**src/hdl/record_lock_table_core_defines.svh**
```systemverilog
// assertion macros shared by the lock table rtl
`ifndef RECORD_LOCK_TABLE_CORE_DEFINES_SVH
`define RECORD_LOCK_TABLE_CORE_DEFINES_SVH

// same-cycle implication, clocked on clk, off during reset
`define RLT_ASSERT_NOW(lbl, ante, cons, msg) \
  lbl: assert property (@(posedge clk) disable iff (!rst_n) (ante) |-> (cons)) else $error(msg);

// next-cycle implication, clocked on clk, off during reset
`define RLT_ASSERT_NEXT(lbl, ante, cons, msg) \
  lbl: assert property (@(posedge clk) disable iff (!rst_n) (ante) |=> (cons)) else $error(msg);

`endif

```
**src/hdl/rlt_pkg.sv**
```systemverilog
package rlt_pkg;

  localparam int LOCK_SLOTS_DEF = 16;

  localparam int OP_W     = 2;
  localparam int FILE_W   = 8;
  localparam int INODE_W  = 12;
  localparam int OFFSET_W = 32;
  localparam int SIZE_W   = 16;
  localparam int STATUS_W = 2;

  localparam logic [OP_W-1:0] OP_LOCK   = 2'd0;
  localparam logic [OP_W-1:0] OP_UNLOCK = 2'd1;
  localparam logic [OP_W-1:0] OP_CLOSE  = 2'd2;

  localparam logic [STATUS_W-1:0] STATUS_DONE = 2'd0;
  localparam logic [STATUS_W-1:0] STATUS_BUSY = 2'd1;
  localparam logic [STATUS_W-1:0] STATUS_FULL = 2'd2;

  typedef struct packed {
    logic [FILE_W-1:0]   file_id;
    logic [INODE_W-1:0]  inode_id;
    logic [OFFSET_W-1:0] start;
    logic [SIZE_W-1:0]   length;
  } entry_t;

  localparam int ENTRY_W = $bits(entry_t);

  typedef struct packed {
    logic file_eq;
    logic inode_eq;
    logic overlap;
  } hit_t;

  typedef enum logic [1:0] {
    ST_IDLE,
    ST_SCAN,
    ST_LAST,
    ST_COMMIT
  } state_t;

endpackage

```
**src/hdl/record_lock_table_core.sv**
```systemverilog
// sequence: once start is taken, the FSM steps through SCAN, LAST and COMMIT, and
//   out_valid is registered out of COMMIT; one request at a time, taken only while busy is
//   low; the slot memory read port scans one slot per cycle, then the compare and commit follow
// reset: synchronous on rst_n low; all slots free, no result pending, busy low
// results come as a one-cycle strobe on out_valid; the receiver cannot stall
`include "record_lock_table_core_defines.svh"

module record_lock_table_core #(
  parameter int LOCK_SLOTS = rlt_pkg::LOCK_SLOTS_DEF
) (
  input  logic                          clk,
  input  logic                          rst_n,
  input  logic                          start,
  output logic                          busy,
  input  logic [rlt_pkg::OP_W-1:0]      in_opcode,
  input  logic [rlt_pkg::FILE_W-1:0]    in_file_id,
  input  logic [rlt_pkg::INODE_W-1:0]   in_inode_id,
  input  logic [rlt_pkg::OFFSET_W-1:0]  in_region_offset,
  input  logic [rlt_pkg::SIZE_W-1:0]    in_region_size,
  output logic                          out_valid,
  output logic [rlt_pkg::STATUS_W-1:0]  out_status
);

  localparam int SLOT_W = (LOCK_SLOTS > 1) ? $clog2(LOCK_SLOTS) : 1;
  localparam int CNT_W  = $clog2(LOCK_SLOTS + 1);

  rlt_pkg::state_t state_r, state_nxt;

  logic [rlt_pkg::OP_W-1:0]     op_r;
  rlt_pkg::entry_t              req_r;
  logic [CNT_W-1:0]             cnt_r, cnt_nxt;
  logic                         pv_r;
  logic [SLOT_W-1:0]            kd_r;
  logic                         conflict_r, conflict_nxt;
  logic                         free_ok_r, free_ok_nxt;
  logic [SLOT_W-1:0]            free_r, free_nxt;
  logic [LOCK_SLOTS-1:0]        used_r, used_nxt;
  logic                         out_valid_r, out_valid_nxt;
  logic [rlt_pkg::STATUS_W-1:0] out_status_r, out_status_nxt;

  logic                         accept;
  logic                         ram_re, ram_we;
  rlt_pkg::entry_t              ram_rdata;
  logic [rlt_pkg::ENTRY_W-1:0]  ram_rbits;
  rlt_pkg::hit_t                hit;
  logic                         used_k;

  assign busy       = (state_r != rlt_pkg::ST_IDLE);
  assign accept     = start && !busy;
  assign out_valid  = out_valid_r;
  assign out_status = out_status_r;
  assign ram_rdata  = rlt_pkg::entry_t'(ram_rbits);

  // writes happen only in commit, after the scan is over, so no read can
  // see a half-written entry and no forwarding path is needed
  rlt_ram #(
    .WIDTH(rlt_pkg::ENTRY_W),
    .DEPTH(LOCK_SLOTS)
  ) u_slots (
    .clk  (clk),
    .we   (ram_we),
    .waddr(free_r),
    .wdata(req_r),
    .re   (ram_re),
    .raddr(cnt_r[SLOT_W-1:0]),
    .rdata(ram_rbits)
  );

  rlt_match u_match (
    .op (op_r),
    .req(req_r),
    .ent(ram_rdata),
    .hit(hit)
  );

  assign used_k = used_r[kd_r];

  always_ff @(posedge clk) begin
    if (!rst_n) begin
      state_r     <= rlt_pkg::ST_IDLE;
      used_r      <= '0;
      out_valid_r <= 1'b0;
      pv_r        <= 1'b0;
    end else begin
      state_r     <= state_nxt;
      used_r      <= used_nxt;
      out_valid_r <= out_valid_nxt;
      pv_r        <= (state_r == rlt_pkg::ST_SCAN);
    end
  end

  always_ff @(posedge clk) begin
    if (accept) begin
      op_r           <= in_opcode;
      req_r.file_id  <= in_file_id;
      req_r.inode_id <= in_inode_id;
      req_r.start    <= in_region_offset;
      req_r.length   <= in_region_size;
    end
    kd_r         <= cnt_r[SLOT_W-1:0];
    cnt_r        <= cnt_nxt;
    conflict_r   <= conflict_nxt;
    free_ok_r    <= free_ok_nxt;
    free_r       <= free_nxt;
    out_status_r <= out_status_nxt;
  end

  always_comb begin
    state_nxt      = state_r;
    cnt_nxt        = cnt_r;
    conflict_nxt   = conflict_r;
    free_ok_nxt    = free_ok_r;
    free_nxt       = free_r;
    used_nxt       = used_r;
    out_valid_nxt  = 1'b0;
    out_status_nxt = out_status_r;
    ram_re         = 1'b0;
    ram_we         = 1'b0;

    // compare stage: slot kd_r's data arrived from the memory this cycle
    if (pv_r) begin
      case (op_r)
        rlt_pkg::OP_LOCK: begin
          if (used_k && hit.inode_eq && hit.overlap) begin
            conflict_nxt = 1'b1;
          end
          // ascending scan, so the last free slot seen is the highest
          if (!used_k) begin
            free_ok_nxt = 1'b1;
            free_nxt    = kd_r;
          end
        end
        rlt_pkg::OP_UNLOCK: begin
          if (used_k && hit.file_eq && hit.overlap) begin
            used_nxt[kd_r] = 1'b0;
          end
        end
        rlt_pkg::OP_CLOSE: begin
          if (used_k && hit.file_eq) begin
            used_nxt[kd_r] = 1'b0;
          end
        end
        default: begin
        end
      endcase
    end

    unique case (state_r)
      rlt_pkg::ST_IDLE: begin
        if (accept) begin
          state_nxt    = rlt_pkg::ST_SCAN;
          cnt_nxt      = '0;
          conflict_nxt = 1'b0;
          free_ok_nxt  = 1'b0;
        end
      end
      rlt_pkg::ST_SCAN: begin
        ram_re  = 1'b1;
        cnt_nxt = cnt_r + CNT_W'(1);
        if (cnt_r == CNT_W'(LOCK_SLOTS - 1)) begin
          state_nxt = rlt_pkg::ST_LAST;
        end
      end
      rlt_pkg::ST_LAST: begin
        state_nxt = rlt_pkg::ST_COMMIT;
      end
      rlt_pkg::ST_COMMIT: begin
        state_nxt      = rlt_pkg::ST_IDLE;
        out_valid_nxt  = 1'b1;
        out_status_nxt = rlt_pkg::STATUS_DONE;
        if (op_r == rlt_pkg::OP_LOCK) begin
          if (conflict_r) begin
            out_status_nxt = rlt_pkg::STATUS_BUSY;
          end else if (!free_ok_r) begin
            out_status_nxt = rlt_pkg::STATUS_FULL;
          end else begin
            ram_we           = 1'b1;
            used_nxt[free_r] = 1'b1;
          end
        end
      end
      default: begin
        state_nxt = rlt_pkg::ST_IDLE;
      end
    endcase
  end

  `RLT_ASSERT_NEXT(a_commit_gives_result, state_r == rlt_pkg::ST_COMMIT, out_valid_r, "commit did not produce a result")
  `RLT_ASSERT_NOW(a_result_only_idle, out_valid_r, state_r == rlt_pkg::ST_IDLE, "result strobe outside idle")
  `RLT_ASSERT_NOW(a_write_only_clean_lock, ram_we, (op_r == rlt_pkg::OP_LOCK) && !conflict_r && free_ok_r && !used_r[free_r], "slot write without a clean lock into a free slot")
  `RLT_ASSERT_NEXT(a_write_marks_used, ram_we, used_r[free_r], "written slot not marked used")
  `RLT_ASSERT_NOW(a_full_means_no_free, out_valid_r && (out_status_r == rlt_pkg::STATUS_FULL), !free_ok_r, "table full reported with a free slot")

endmodule

```
**src/hdl/rlt_ram.sv**
```systemverilog
module rlt_ram #(
  parameter int WIDTH = 8,
  parameter int DEPTH = 16,
  localparam int AW = (DEPTH > 1) ? $clog2(DEPTH) : 1
) (
  input  logic             clk,
  input  logic             we,
  input  logic [AW-1:0]    waddr,
  input  logic [WIDTH-1:0] wdata,
  input  logic             re,
  input  logic [AW-1:0]    raddr,
  output logic [WIDTH-1:0] rdata
);

  logic [WIDTH-1:0] mem [DEPTH];

  always_ff @(posedge clk) begin
    if (we) begin
      mem[waddr] <= wdata;
    end
    if (re) begin
      rdata <= mem[raddr];
    end
  end

endmodule

```
**src/hdl/rlt_match.sv**
```systemverilog
module rlt_match (
  input  logic [rlt_pkg::OP_W-1:0] op,
  input  rlt_pkg::entry_t          req,
  input  rlt_pkg::entry_t          ent,
  output rlt_pkg::hit_t            hit
);

  logic [rlt_pkg::SIZE_W-1:0]   span;
  logic [rlt_pkg::OFFSET_W:0]   req_end;
  logic [rlt_pkg::OFFSET_W:0]   ent_end;

  // unlock probes a single byte
  assign span = (op == rlt_pkg::OP_LOCK) ? req.length : rlt_pkg::SIZE_W'(1);

  // both ends one bit wider so they never wrap
  assign req_end = {1'b0, req.start} + {{(rlt_pkg::OFFSET_W + 1 - rlt_pkg::SIZE_W){1'b0}}, span};
  assign ent_end = {1'b0, ent.start} +
                   {{(rlt_pkg::OFFSET_W + 1 - rlt_pkg::SIZE_W){1'b0}}, ent.length};

  assign hit.file_eq  = (ent.file_id == req.file_id);
  assign hit.inode_eq = (ent.inode_id == req.inode_id);
  assign hit.overlap  = (req_end > {1'b0, ent.start}) && (ent_end > {1'b0, req.start});

endmodule
```
**config.mk**
```make
export PLATFORM = sky130hd
export DESIGN_NAME = record_lock_table_core
export DESIGN_NICKNAME = d
export VERILOG_FILES = /design/src/hdl/rlt_pkg.sv /design/src/hdl/record_lock_table_core.sv /design/src/hdl/rlt_ram.sv /design/src/hdl/rlt_match.sv
export VERILOG_INCLUDE_DIRS = /design/src /design/src/hdl
export SDC_FILE = /design/constraint.sdc
export NUM_CORES = 1
export LEC_CHECK = 0
export BUFFER_PORTS_ARGS = -buffer_cell sky130_fd_sc_hd__buf_2
export CORE_MARGIN = 2
export CORE_UTILIZATION = 41
export DETAILED_ROUTE_END_ITERATION = 8
export PLACE_DENSITY = 0.54
export SLEW_MARGIN = 20
export SYNTH_ARGS = -nofsm -noshare
export SYNTH_HDL_FRONTEND = slang
export SYNTH_SLANG_ARGS = --single-unit
```
**constraint.sdc**
```tcl
create_clock -name clk -period 17.3 [get_ports clk]
set_clock_uncertainty 0.1 [all_clocks]
set_input_delay 0.865 -clock clk [delete_from_list [all_inputs] [get_ports clk]]
set_output_delay 0.865 -clock clk [all_outputs]
set_load 0.02 [all_outputs]
```
==> key figures <==
Run status
  – Status: finished clean

Yosys
  – Post-Synth Adder-Cell Area: 2.67%
  – Mapped Nets: 2599
  – Post-synthesis mux area share: 15.3%
  – Post-synth top flop: edfxtp_1
  – Flops & latches, synth: 1263
  – Avg Cell Area, Syn: 21.0 µm²
  – Largest family of logic cells by synthesized area: multiplexers
  – Share of the synthesized area in the top cell type: 73.2%
  – Ys async rst share: 0%
  – Register area share after synthesis: 74.2%
  – Synth cell types: 60
  – Cell count after synthesis: 2419
  – Most common cell in the netlist: edfxtp_1
  – Area leader, netlist: edfxtp_1
  – Most frequent cells after synthesis: 1237 x edfxtp_1, 345 x mux4_2, 105 x ha_1
  – Syn Std Cell Area: 0.0508 mm²
  – Synth Area in XOR/XNOR: 1.35%
  – Synth area leaders: edfxtp_1 73%, mux4_2 15%, ha_1 2.6%
  – Synth Warn #: 0
  – EDFF count, synth: 1237
  – Synth Area in Compound Gates: 2.34%
  – Simple-gate share of the synthesized area: 2.80%

Critical path
  – Startpoint types: flip-flop
  – Cell family with most CP delay: compound AO/OA/AOI/OAI gates
  – CP max FO: 21
  – Buf/Inv on CP: 2
  – Delay of the slowest critical-path stage: 740 ps
  – CP Data Required Time: 17850 ps
  – Crit path capture type: flip-flop
  – Worst r2r src: op_r[0]$_DFFE_PP_
  – CP Launch Point: op_r[0]$_DFFE_PP_
  – Levels on crit path: 22
  – Critical path endpoint: conflict_r$_DFF_P_
  – R2r endpoint: conflict_r$_DFF_P_
  – Crit-path slowest cell: a2bb2oi_1
  – Crit path DAT: 6650 ps
  – Worst r2r path cells: 22
  – CP Class: flip-flop to flip-flop
  – FF-to-FF setup slack: 11200 ps
  – CP cell instances: inv_1 -> ha_1 -> nand2_1 -> inv_1 -> ha_1 -> a211oi_1 -> o31a_1 -> o211ai_1 -> a21oi_1 -> a211o_1 -> a2bb2oi_1 -> nor2b_1 -> xnor2_1 -> ha_1 -> nand4_1 -> nor2_1 -> a221o_1 -> a211oi_1 -> a211oi_1 -> o21a_1 -> o32a_4 -> a32o_1

Timing
  – Clock period minus worst slack: 6100 ps
  – Setup TNS: 0 ps
  – Setup violations, final: 0
  – Fmax: 164 MHz
  – RSZ-0062 raised after global routing: no
  – Max-slew headroom at the worst pin: 20.1%
  – Max-slew violation count: 0
  – Period Utilization, post-route: 35.2%
  – Worst slew pin tran: 1190 ps
  – Fin. Hold Viols: 0

Floorplan
  – Die X: 356 µm
  – Core Footprint: 0.123 mm²
  – Starting Density: 41.2%
  – Ports: 77
  – Die Span Y: 356 µm
  – # rows: 129
  – Die area: 0.127 mm²

CTS
  – Max Root-Sink Buffers: 3
  – CTS root buf: clkbuf_16
  – Cts hold-fix bufs: 0
  – Cts bufs inserted: 136
  – Post_cts resized: 0
  – Skew-Pair Late Insertion Delay: 770 ps
  – Clock transition at the registers of the reported paths: 60 ps
  – CTS Sinks: 1263
  – H-tree depth: 4
  – Setup bufs post-CTS: 0
  – CTS tree: done

Place
  – Final RePlAce weighted congestion: 0.858
  – Cell Count Post-Placement: 4099
  – PortBufs: 76
  – HPWL after DPL: 66200 µm

Route
  – Residual DRC count: 0
  – Vias: 24700
  – DR pass1 iterations: 5
  – Via density: 5.68
  – Initial DRC Count: 2359
  – Drt wl/cell: 28.2 µm
  – Post-route ant nets: 0
  – Routed wire length: 123000 µm

Global route
  – Initial antenna violation count: 5
  – Total GRT Usage: 19.8%
  – Global-route wire length before repair: 180000 µm
  – Largest net degree at the start of global routing: 116
  – Aggregate global routing overflow: 0
  – Vias in the first global route: 26200

Job
  – Max_cap viols: 0

Finish
  – Finished Layout Cells: 4349
  – Layout cells sized above 1: 26.2%
  – Area grow syn2layout: 14.0%
  – Nets: 2781

Min path
  – Min-Delay Path Class: primary input to flip-flop

Pwr
  – Worst vdd ir: 0.159 mV
  – Pwr dens: 161 mW/mm²
  – Leak: 18.5 nW
==> metal layers <==
layer / vias to the layer above / part of all wire [%] / global-route usage, % / routed length, µm
met5: - / 0 / 0 / 0
met1: 13300 / 43 / 27.7 / 53400
li1: 10500 / - / - / -
met3: 155 / 5.3 / 3.09 / 6490
met2: 761 / 49 / 32.3 / 60600
met4: 0 / 1.9 / 5.38 / 2360
==> how the worst min path moves through the flow <==
stage,startpoint,to,slack [ps],cells past startpoint
6_report,in_inode_id[3],req_r[51]$_DFFE_PP_,170,1
5_1_grt,in_inode_id[0],req_r[48]$_DFFE_PP_,130,1
4_1_cts,in_inode_id[3],req_r[51]$_DFFE_PP_,110,1
3_5_place_dp,used_r[11]$_SDFF_PN0_,used_r[11]$_SDFF_PN0_,390,2
3_3_place_gp,used_r[8]$_SDFF_PN0_,used_r[8]$_SDFF_PN0_,380,2
2_1_floorplan,cnt_r[2]$_SDFFCE_PN0P_,kd_r[2]$_DFF_P_,250,0
==> registers in the layout, indices dropped and copies added, names as in the netlist <==
signal / flops
cnt_r: 5
conflict_r: 1
free_ok_r: 1
free_r: 4
kd_r: 4
op_r: 2
out_status: 2
out_valid: 1
pv_r: 1
req_r: 68
state_r: 2
u_slots.mem: 1088
u_slots.rdata: 68
used_r: 16
==> area by class of cell <==
type                            instances  area [µm²]
Inverter                               83         314
Tap cell                             1637        2050
Multi-Input combinational cell        979       12600
Fill cell                           10200       65400
Clock inverter                         72         772
Timing Repair Buffer                  138         882
Antenna cell                            2        5.00
Sequential cell                      1263       37700
Clock buffer                          175        3640
==> stage by stage <==
stage	setup WS, ps	util [%]	total power, mW	hold WS (ps)	cell area (µm²)
final	11200	46.9	9.32	172	57900
after global routing	10720	46.9	9.76	130	57900
after CTS	11290	46.9	9.44	106	57800
after detailed placement	11320	43.3	6.54	395	53400
after global placement	11500	43.3	6.49	378	53400
after floorplan	10580	-	5.76	246	50800
==> cell usage in the layout (no fill, tap or decap), types with 13 or more instances in the layout <==
cell,synthesis,routed
a21oi_1,57,57
a31oi_1,19,19
and2_1,18,18
buf_2,1,76
buf_4,0,59
clkbuf_1,62,33
clkbuf_16,0,139
clkinv_1,0,28
clkinv_2,0,16
dfxtp_1,26,26
edfxtp_1,1237,1237
ha_1,105,104
inv_1,83,82
mux4_2,345,345
nand2_1,36,36
nand3_1,41,41
nand4_1,22,22
nor2_1,52,40
nor2b_1,16,16
nor3_1,30,26
nor3b_1,13,13
nor4_1,13,13
o21ai_0,27,27
xnor2_1,70,70
==> cell families after synthesis <==
logic type	count (synthesis)
buf+inv	177
simple gates	270
fa+ha+maj	107
xor+xnor	78
compound gates	178
mux	346
flops	1263
==> power by group <==
group	internal [mW]	total [mW]	switching [mW]	leakage, nW
Sequential	3.72	3.95	0.234	11.4
Combinational	1.17	2.50	1.33	4.96
Clock	1.68	2.87	1.19	2.15
Power figures use the tool's default switching activity.
